--- config.mk ---
export PLATFORM = sky130hd
export DESIGN_NAME = windowed_moving_average_unit
export DESIGN_NICKNAME = d
export VERILOG_FILES = /design/src/rtl/wma_pkg.sv /design/src/rtl/windowed_moving_average_unit.sv /design/src/rtl/wma_ring.sv /design/src/rtl/wma_divider.sv
export SDC_FILE = /design/constraint.sdc
export NUM_CORES = 2
export LEC_CHECK = 0
export ABC_AREA = 1
export BUFFER_PORTS_ARGS = -buffer_cell sky130_fd_sc_hd__buf_2
export CORE_ASPECT_RATIO = 1.2
export CORE_UTILIZATION = 62
export CTS_BUF_LIST = sky130_fd_sc_hd__clkbuf_8
export CTS_CLUSTER_DIAMETER = 80
export CTS_CLUSTER_SIZE = 20
export DETAILED_ROUTE_END_ITERATION = 8
export MAX_ROUTING_LAYER = met4
export PLACE_DENSITY_LB_ADDON = 0.12
export SLEW_MARGIN = 20
export SYNTH_ARGS = -nofsm -noshare
export SYNTH_HDL_FRONTEND = slang
export SYNTH_SLANG_ARGS = --single-unit
--- constraint.sdc ---
create_clock -name aclk -period 14.4 [get_ports aclk]
set_input_delay 0.72 -clock aclk [delete_from_list [all_inputs] [get_ports aclk]]
set_output_delay 0.72 -clock aclk [all_outputs]
set_load 0.02 [all_outputs]
--- src/rtl/wma_pkg.sv ---
`timescale 1ns / 1ps
// ----------------------------------------------------------------------------
// wma_pkg
// Shared widths, types and helpers of the windowed moving average unit.
// ----------------------------------------------------------------------------
package wma_pkg;

    localparam int DATA_W           = 32;
    localparam int CNT_W            = 7;
    localparam int SUM_W            = DATA_W + CNT_W;
    localparam int WMA_WINDOW_MAX_DEF = 64;
    localparam int WIN_RESET        = 64;

    typedef struct packed {
        logic start;
        logic negate;
    } div_ctrl_t;

    typedef struct packed {
        logic busy;
        logic done;
    } div_stat_t;

    function automatic logic [CNT_W-1:0] eff_window(input logic [CNT_W-1:0] ws,
                                                    input int wmax);
        logic [CNT_W-1:0] w;
        w = ws;
        if (w == '0) begin
            w = CNT_W'(1);
        end
        if (32'(w) > wmax) begin
            w = CNT_W'(wmax);
        end
        return w;
    endfunction

endpackage

--- src/rtl/windowed_moving_average_unit.sv ---
`timescale 1ns / 1ps
// ----------------------------------------------------------------------------
// windowed_moving_average_unit
// Simple moving average of signed 32-bit samples over a programmable window.
// ----------------------------------------------------------------------------
// Each accepted sample enters a ring memory, updates a full-width running sum
// and yields one item: the sum of the held samples divided by their count,
// truncated toward zero, together with that count. Each item passes, in order,
// through the ring read, the sum update and ring write, the divider load, the
// bit-serial division, the check for its end and the output register load;
// no new sample is taken until that load. A result waiting on m_tready does
// not block the next sample until its own division is finished. window_size
// is accepted only between items and wins over a sample offered in the same
// cycle. Writing it clears the count, pointer and sum at once; no memory
// sweep runs.
// ----------------------------------------------------------------------------
module windowed_moving_average_unit
    import wma_pkg::*;
#(
    parameter int WINDOW_MAX = WMA_WINDOW_MAX_DEF
) (
    input  logic             aclk,
    input  logic             aresetn,
    input  logic             s_tvalid,
    output logic             s_tready,
    input  logic [31:0]      s_tdata,    // [31:0] sample
    output logic             m_tvalid,
    input  logic             m_tready,
    output logic [39:0]      m_tdata,    // [31:0] average, [38:32] held_count
    input  logic             cfg_valid,
    output logic             cfg_ready,
    input  logic [CNT_W-1:0] cfg_data    // window_size
);

    localparam int PTR_W = (WINDOW_MAX > 1) ? $clog2(WINDOW_MAX) : 1;

    typedef enum logic [2:0] {
        S_IDLE,
        S_UPDATE,
        S_START,
        S_DIV,
        S_HOLD
    } state_t;

    state_t                   state_reg, state_next;
    logic [CNT_W-1:0]         win_reg, win_next;
    logic [PTR_W-1:0]         ptr_reg, ptr_next;
    logic [CNT_W-1:0]         count_reg, count_next;
    logic signed [SUM_W-1:0]  sum_reg, sum_next;
    logic signed [DATA_W-1:0] sample_reg, sample_next;
    logic [DATA_W-1:0]        avg_reg, avg_next;
    logic [CNT_W-1:0]         hc_reg, hc_next;
    logic                     m_valid_reg, m_valid_next;

    logic                     rd_en, wr_en;
    logic [DATA_W-1:0]        old_sample;
    logic signed [SUM_W-1:0]  old_ext, new_ext;
    logic                     full;
    logic                     ptr_wrap;
    logic [SUM_W-1:0]         sum_mag;
    div_ctrl_t                div_ctrl;
    div_stat_t                div_stat;
    logic [DATA_W-1:0]        div_quotient;

    assign full     = count_reg >= win_reg;
    assign ptr_wrap = (32'(ptr_reg) + 1) >= 32'(win_reg);
    assign old_ext  = SUM_W'($signed(old_sample));
    assign new_ext  = SUM_W'(sample_reg);
    assign sum_mag  = sum_reg[SUM_W-1] ? SUM_W'(-sum_reg) : SUM_W'(sum_reg);

    always_comb begin
        state_next   = state_reg;
        win_next     = win_reg;
        ptr_next     = ptr_reg;
        count_next   = count_reg;
        sum_next     = sum_reg;
        sample_next  = sample_reg;
        avg_next     = avg_reg;
        hc_next      = hc_reg;
        m_valid_next = m_valid_reg;
        rd_en        = 1'b0;
        wr_en        = 1'b0;
        div_ctrl     = '0;

        if (m_valid_reg && m_tready) begin
            m_valid_next = 1'b0;
        end

        unique case (state_reg)
            S_IDLE: begin
                if (s_tvalid && s_tready) begin
                    sample_next = $signed(s_tdata);
                    rd_en       = 1'b1;
                    state_next  = S_UPDATE;
                end
            end
            S_UPDATE: begin
                wr_en      = 1'b1;
                sum_next   = sum_reg - (full ? old_ext : '0) + new_ext;
                count_next = full ? win_reg : count_reg + 1'b1;
                ptr_next   = ptr_wrap ? '0 : ptr_reg + 1'b1;
                state_next = S_START;
            end
            S_START: begin
                div_ctrl.start  = 1'b1;
                div_ctrl.negate = sum_reg[SUM_W-1];
                state_next      = S_DIV;
            end
            S_DIV: begin
                if (div_stat.done) begin
                    state_next = S_HOLD;
                end
            end
            S_HOLD: begin
                if (!m_valid_reg || m_tready) begin
                    avg_next     = div_quotient;
                    hc_next      = count_reg;
                    m_valid_next = 1'b1;
                    state_next   = S_IDLE;
                end
            end
            default: begin
                state_next = S_IDLE;
            end
        endcase

        if (cfg_valid && cfg_ready) begin
            win_next   = eff_window(cfg_data, WINDOW_MAX);
            ptr_next   = '0;
            count_next = '0;
            sum_next   = '0;
        end
    end

    always_ff @(posedge aclk) begin
        if (!aresetn) begin
            state_reg   <= S_IDLE;
            win_reg     <= eff_window(CNT_W'(WIN_RESET), WINDOW_MAX);
            ptr_reg     <= '0;
            count_reg   <= '0;
            sum_reg     <= '0;
            m_valid_reg <= 1'b0;
        end else begin
            state_reg   <= state_next;
            win_reg     <= win_next;
            ptr_reg     <= ptr_next;
            count_reg   <= count_next;
            sum_reg     <= sum_next;
            m_valid_reg <= m_valid_next;
        end
        sample_reg <= sample_next;
        avg_reg    <= avg_next;
        hc_reg     <= hc_next;
    end

    wma_ring #(
        .DEPTH  (WINDOW_MAX),
        .ADDR_W (PTR_W)
    ) u_ring (
        .aclk    (aclk),
        .wr_en   (wr_en),
        .wr_addr (ptr_reg),
        .wr_data (sample_reg),
        .rd_en   (rd_en),
        .rd_addr (ptr_reg),
        .rd_data (old_sample)
    );

    wma_divider #(
        .N_W (SUM_W),
        .D_W (CNT_W)
    ) u_divider (
        .aclk     (aclk),
        .aresetn  (aresetn),
        .ctrl     (div_ctrl),
        .dividend (sum_mag),
        .divisor  (count_reg),
        .stat     (div_stat),
        .quotient (div_quotient)
    );

    assign s_tready  = (state_reg == S_IDLE) && !cfg_valid;
    assign cfg_ready = (state_reg == S_IDLE);
    assign m_tvalid  = m_valid_reg;
    assign m_tdata   = {1'b0, hc_reg, avg_reg};

`ifndef SYNTHESIS
    a_count_in_window: assert property (@(posedge aclk) disable iff (!aresetn)
        count_reg <= win_reg)
        else $error("held count exceeds window");

    a_ptr_in_window: assert property (@(posedge aclk) disable iff (!aresetn)
        32'(ptr_reg) < 32'(win_reg))
        else $error("write pointer outside window");

    a_out_count_nonzero: assert property (@(posedge aclk) disable iff (!aresetn)
        m_valid_reg |-> (hc_reg != '0))
        else $error("result item with empty window");

    a_idle_divider: assert property (@(posedge aclk) disable iff (!aresetn)
        s_tready |-> !div_stat.busy)
        else $error("input accepted while divider busy");

    a_load_after_done: assert property (@(posedge aclk) disable iff (!aresetn)
        (state_reg == S_DIV && div_stat.done) |=> (state_reg == S_HOLD))
        else $error("division result not taken");
`endif

endmodule

--- src/rtl/wma_ring.sv ---
`timescale 1ns / 1ps
// ----------------------------------------------------------------------------
// wma_ring
// Sample history memory: one write port, one read port, registered read data.
// ----------------------------------------------------------------------------
module wma_ring
    import wma_pkg::*;
#(
    parameter int DEPTH  = WMA_WINDOW_MAX_DEF,
    parameter int ADDR_W = (DEPTH > 1) ? $clog2(DEPTH) : 1
) (
    input  logic              aclk,
    input  logic              wr_en,
    input  logic [ADDR_W-1:0] wr_addr,
    input  logic [DATA_W-1:0] wr_data,
    input  logic              rd_en,
    input  logic [ADDR_W-1:0] rd_addr,
    output logic [DATA_W-1:0] rd_data
);

    logic [DATA_W-1:0] mem [DEPTH];

    always_ff @(posedge aclk) begin
        if (wr_en) begin
            mem[wr_addr] <= wr_data;
        end
    end

    always_ff @(posedge aclk) begin
        if (rd_en) begin
            rd_data <= mem[rd_addr];
        end
    end

endmodule

--- src/rtl/wma_divider.sv ---
`timescale 1ns / 1ps
// ----------------------------------------------------------------------------
// wma_divider
// Bit-serial restoring divider: one quotient bit per cycle, sign applied last.
// ----------------------------------------------------------------------------
module wma_divider
    import wma_pkg::*;
#(
    parameter int N_W = SUM_W,
    parameter int D_W = CNT_W
) (
    input  logic              aclk,
    input  logic              aresetn,
    input  div_ctrl_t         ctrl,
    input  logic [N_W-1:0]    dividend,
    input  logic [D_W-1:0]    divisor,
    output div_stat_t         stat,
    output logic [DATA_W-1:0] quotient
);

    localparam int STEP_W = $clog2(N_W + 1);

    logic [N_W-1:0]    quo_reg, quo_next;
    logic [D_W-1:0]    rem_reg, rem_next;
    logic [D_W-1:0]    div_reg, div_next;
    logic              neg_reg, neg_next;
    logic [STEP_W-1:0] step_reg, step_next;
    logic              busy_reg, busy_next;
    logic              done_reg, done_next;
    logic [D_W:0]      trial;
    logic              ge;
    logic [N_W-1:0]    quo_signed;

    assign trial = {rem_reg, quo_reg[N_W-1]};
    assign ge    = trial >= {1'b0, div_reg};

    always_comb begin
        quo_next  = quo_reg;
        rem_next  = rem_reg;
        div_next  = div_reg;
        neg_next  = neg_reg;
        step_next = step_reg;
        busy_next = busy_reg;
        done_next = done_reg;
        if (ctrl.start) begin
            quo_next  = dividend;
            rem_next  = '0;
            div_next  = divisor;
            neg_next  = ctrl.negate;
            step_next = STEP_W'(N_W);
            busy_next = 1'b1;
            done_next = 1'b0;
        end else if (busy_reg) begin
            rem_next  = ge ? D_W'(trial - {1'b0, div_reg}) : trial[D_W-1:0];
            quo_next  = {quo_reg[N_W-2:0], ge};
            step_next = step_reg - 1'b1;
            if (step_reg == STEP_W'(1)) begin
                busy_next = 1'b0;
                done_next = 1'b1;
            end
        end
    end

    always_ff @(posedge aclk) begin
        if (!aresetn) begin
            busy_reg <= 1'b0;
            done_reg <= 1'b0;
            step_reg <= '0;
        end else begin
            busy_reg <= busy_next;
            done_reg <= done_next;
            step_reg <= step_next;
        end
        quo_reg <= quo_next;
        rem_reg <= rem_next;
        div_reg <= div_next;
        neg_reg <= neg_next;
    end

    assign quo_signed = neg_reg ? (~quo_reg + 1'b1) : quo_reg;
    assign quotient   = quo_signed[DATA_W-1:0];
    assign stat.busy  = busy_reg;
    assign stat.done  = done_reg;

endmodule

==> out/metrics.cfg <==
[route]
wirelength_um=277800
drt_iter0_drc=8885
wl_per_cell_um=29.58
drc_errors=0
drt_pass1_iterations=9
ant_nets=0
dr_total_vias=59489
viasPerCell=6.333

[floorplan]
row_count=153
die_h_um=422.6
coreArea_mm2=0.1457
die_w_um=352.5
pin_count=87
start_util_pct=62.73
dieArea_mm2=0.1489

[layout]
drive_above_1_share_pct=6.679
largest_register_ffs=2048
stdcell_area_mm2=0.09735
fillers=10506
final_cell_mix=nand2_1, edfxtp_1, inv_1
multi_input_area_mm2=0.02105
regArea_mm2=0.06756
stdcell_count=9393
syn_to_final_growth_pct=6.524
fin_nets=7547
final_core_util_pct=66.82
layout_commonest_cell=nand2_1

[place]
place_area_mm2=0.09482
pre_cts_ws_ps=9735
portBuffers=85
dp_cells=9164
hpwl_um=163300
gp_congestion=0.9632

[clock_network]
clkLatencyLatePin_ps=1000
cts_resized=0
cts_buffer_depth=3
root_buffer=clkbuf_8
clkSlewWorstSetupHoldPaths_ps=130
cts_tree=built
cts-htree-levels=4
cts_sinks=2276
cts_buffers=133

[critical_path]
cp_slowest_cell=buf_4
critical_path.max_fanout=47
crit_family=buffers and inverters
cp.arrival_ps=5540
crit_buf_inv=3
end_kind=flip-flop
worst_path_largest_cell_delay_ps=750
cp-start-kind=flip-flop
worst-setup-path-type=reg -> reg
ff2ff_setup_slack_ps=9700
path_cells=nand2_1 > nor2_4 > buf_4 > buf_4 > buf_4 > nand2_1 > nand4_1 > o21ai_0 > nand2_1 > nor2_1 > nand2_1
worstPathRequired_ps=15240
crit_top_cell=nand2_1

[synth]
ys_ff_latch=2276
syn_area_per_cell_um2=12.57
synthesis.nets=7421
synthArstFlopShare_pct=0
syn_inst=7272
synth_fa_ha_area_share_pct=1.758
synthMuxAreaShare_pct=0
synthSimpleGateAreaFrac_pct=14.29
synth_top_family_by_area=simple AND/OR/NAND/NOR gates
synth_xor_area_share_pct=0.6996
yosys_warnings=0
synthesis.area_mm2=0.09138
synth_ff_type=edfxtp_1
synth.distinct_cells=47
synth-seq-area-share_pct=73.94
synth_edf_count=2198
synth_compound_gate_area_share_pct=5.642

[power]
power-per-cell-area_mw_per_mm2=153.0
p_leak_nw=34.46
power.total_mw=14.90
ir_worst_vdd_uv=186.5

[sta]
finalCritPeriodShare_pct=32.65
rsz0062_at_grt=false
slew_headroom_pct=16.74
maxSlewViolCount=0
finalHoldViolations=0
worstMarginPinSlew_ps=1242
tns_ps=0
finClkSkew_ps=63.79
fmax_mhz=212.7
whs_ps=71.14
layout_min_cycle_time_ps=4701
setup_slack_ps=9699
setup_violations=0

[grt]
grt_start_max_net_pins=138
grt_pass1_wl_um=393800
grt_remaining_overflow=0
grt_pass1_vias=56982
antenna_found_initial=13
track_usage_pct=38.33

[outcome]
status=finished clean

[job]
timing.max_cap.violations=0

[min_path]
hold_class=in -> reg

==> synth_stat cells (20+ instances only) <==
cell | instances | area (um^2)
nand2_1 | 2221 | 8337
edfxtp_1 | 2198 | 66000
inv_1 | 535 | 2008
nor2_1 | 344 | 1291
nand4_1 | 307 | 1921
o21ai_0 | 255 | 1276
a22oi_1 | 253 | 1899
nand3_1 | 212 | 1061
buf_2 | 167 | 835.8
a21oi_1 | 158 | 790.8
clkbuf_1 | 108 | 405.4
dfxtp_1 | 78 | 1562
ha_1 | 66 | 825.8
xor2_1 | 63 | 551.8
a22o_1 | 49 | 429.2
fa_1 | 39 | 780.8
o21ai_1 | 39 | 195.2
nor3_1 | 31 | 155.2
o2111ai_1 | 20 | 175.2
==> cells by family (layout without fill, tap and decap cells) <==
kind of cell / after synthesis / count (layout)
AOI/OAI and AO/OA: 826 / 826
xor gates and xnor gates: 73 / 73
adders and majority gates: 105 / 105
buffers and inverters: 834 / 1003
DFF: 2276 / 2276
other: 1 / 16
and+or+nand+nor: 3157 / 3157
==> final cells by class <==
type	instances	share of cell area, %
sequential	2276	69.41
timing repair buffer	283	2.146
clock inverter	40	0.2365
antenna	15	0.03856
multi-input combinational	4162	21.62
inverter	542	2.107
clock buffer	138	1.951
tap	1937	2.490
==> layer usage <==
layer	vias to the layer above	part of all wire (%)	track usage, %
met4	0	5.4	17.62
met1	29126	36	49.52
li1	25762	-	-
met3	615	13	8.626
met2	3986	46	58.38
met5	-	0	-
==> report_power, final <==
group,switching (mW),internal [mW]
logic,2.97,1.13
registers,0.204,7.73
clock network,1.96,0.895
total,5.13,9.76
==> worst paths after layout <==
kind / startpoint / to / cells past startpoint
max: ptr_reg[2]$_SDFFE_PP0P_ / u_ring.rd_data[27]$_DFFE_PP_ / 11
min: cfg_data[2] / win_reg[2]$_SDFFE_PN0P_ / 3
max reg2reg: ptr_reg[2]$_SDFFE_PP0P_ / u_ring.rd_data[27]$_DFFE_PP_ / 11
min reg2reg: sum_reg[1]$_SDFFE_PP0P_ / sum_reg[1]$_SDFFE_PP0P_ / 2
==> timing repair <==
action,4_1_cts,5_1_grt
endpoints found under the hold margin,36,0
setup buffers,0,0
hold buffers,36,0
==> worst reg2reg max path, delay by kind of cell, from the launching register on <==
| kind | cells | cell delay (ps) |
|---|---|---|
| AND/OR/NAND/NOR | 7 | 1730 |
| flip-flops | 1 | 590 |
| AO/OA/AOI/OAI | 1 | 150 |
| buffers and inverters | 3 | 2120 |
Note: power is estimated with default switching activity, not from simulation.
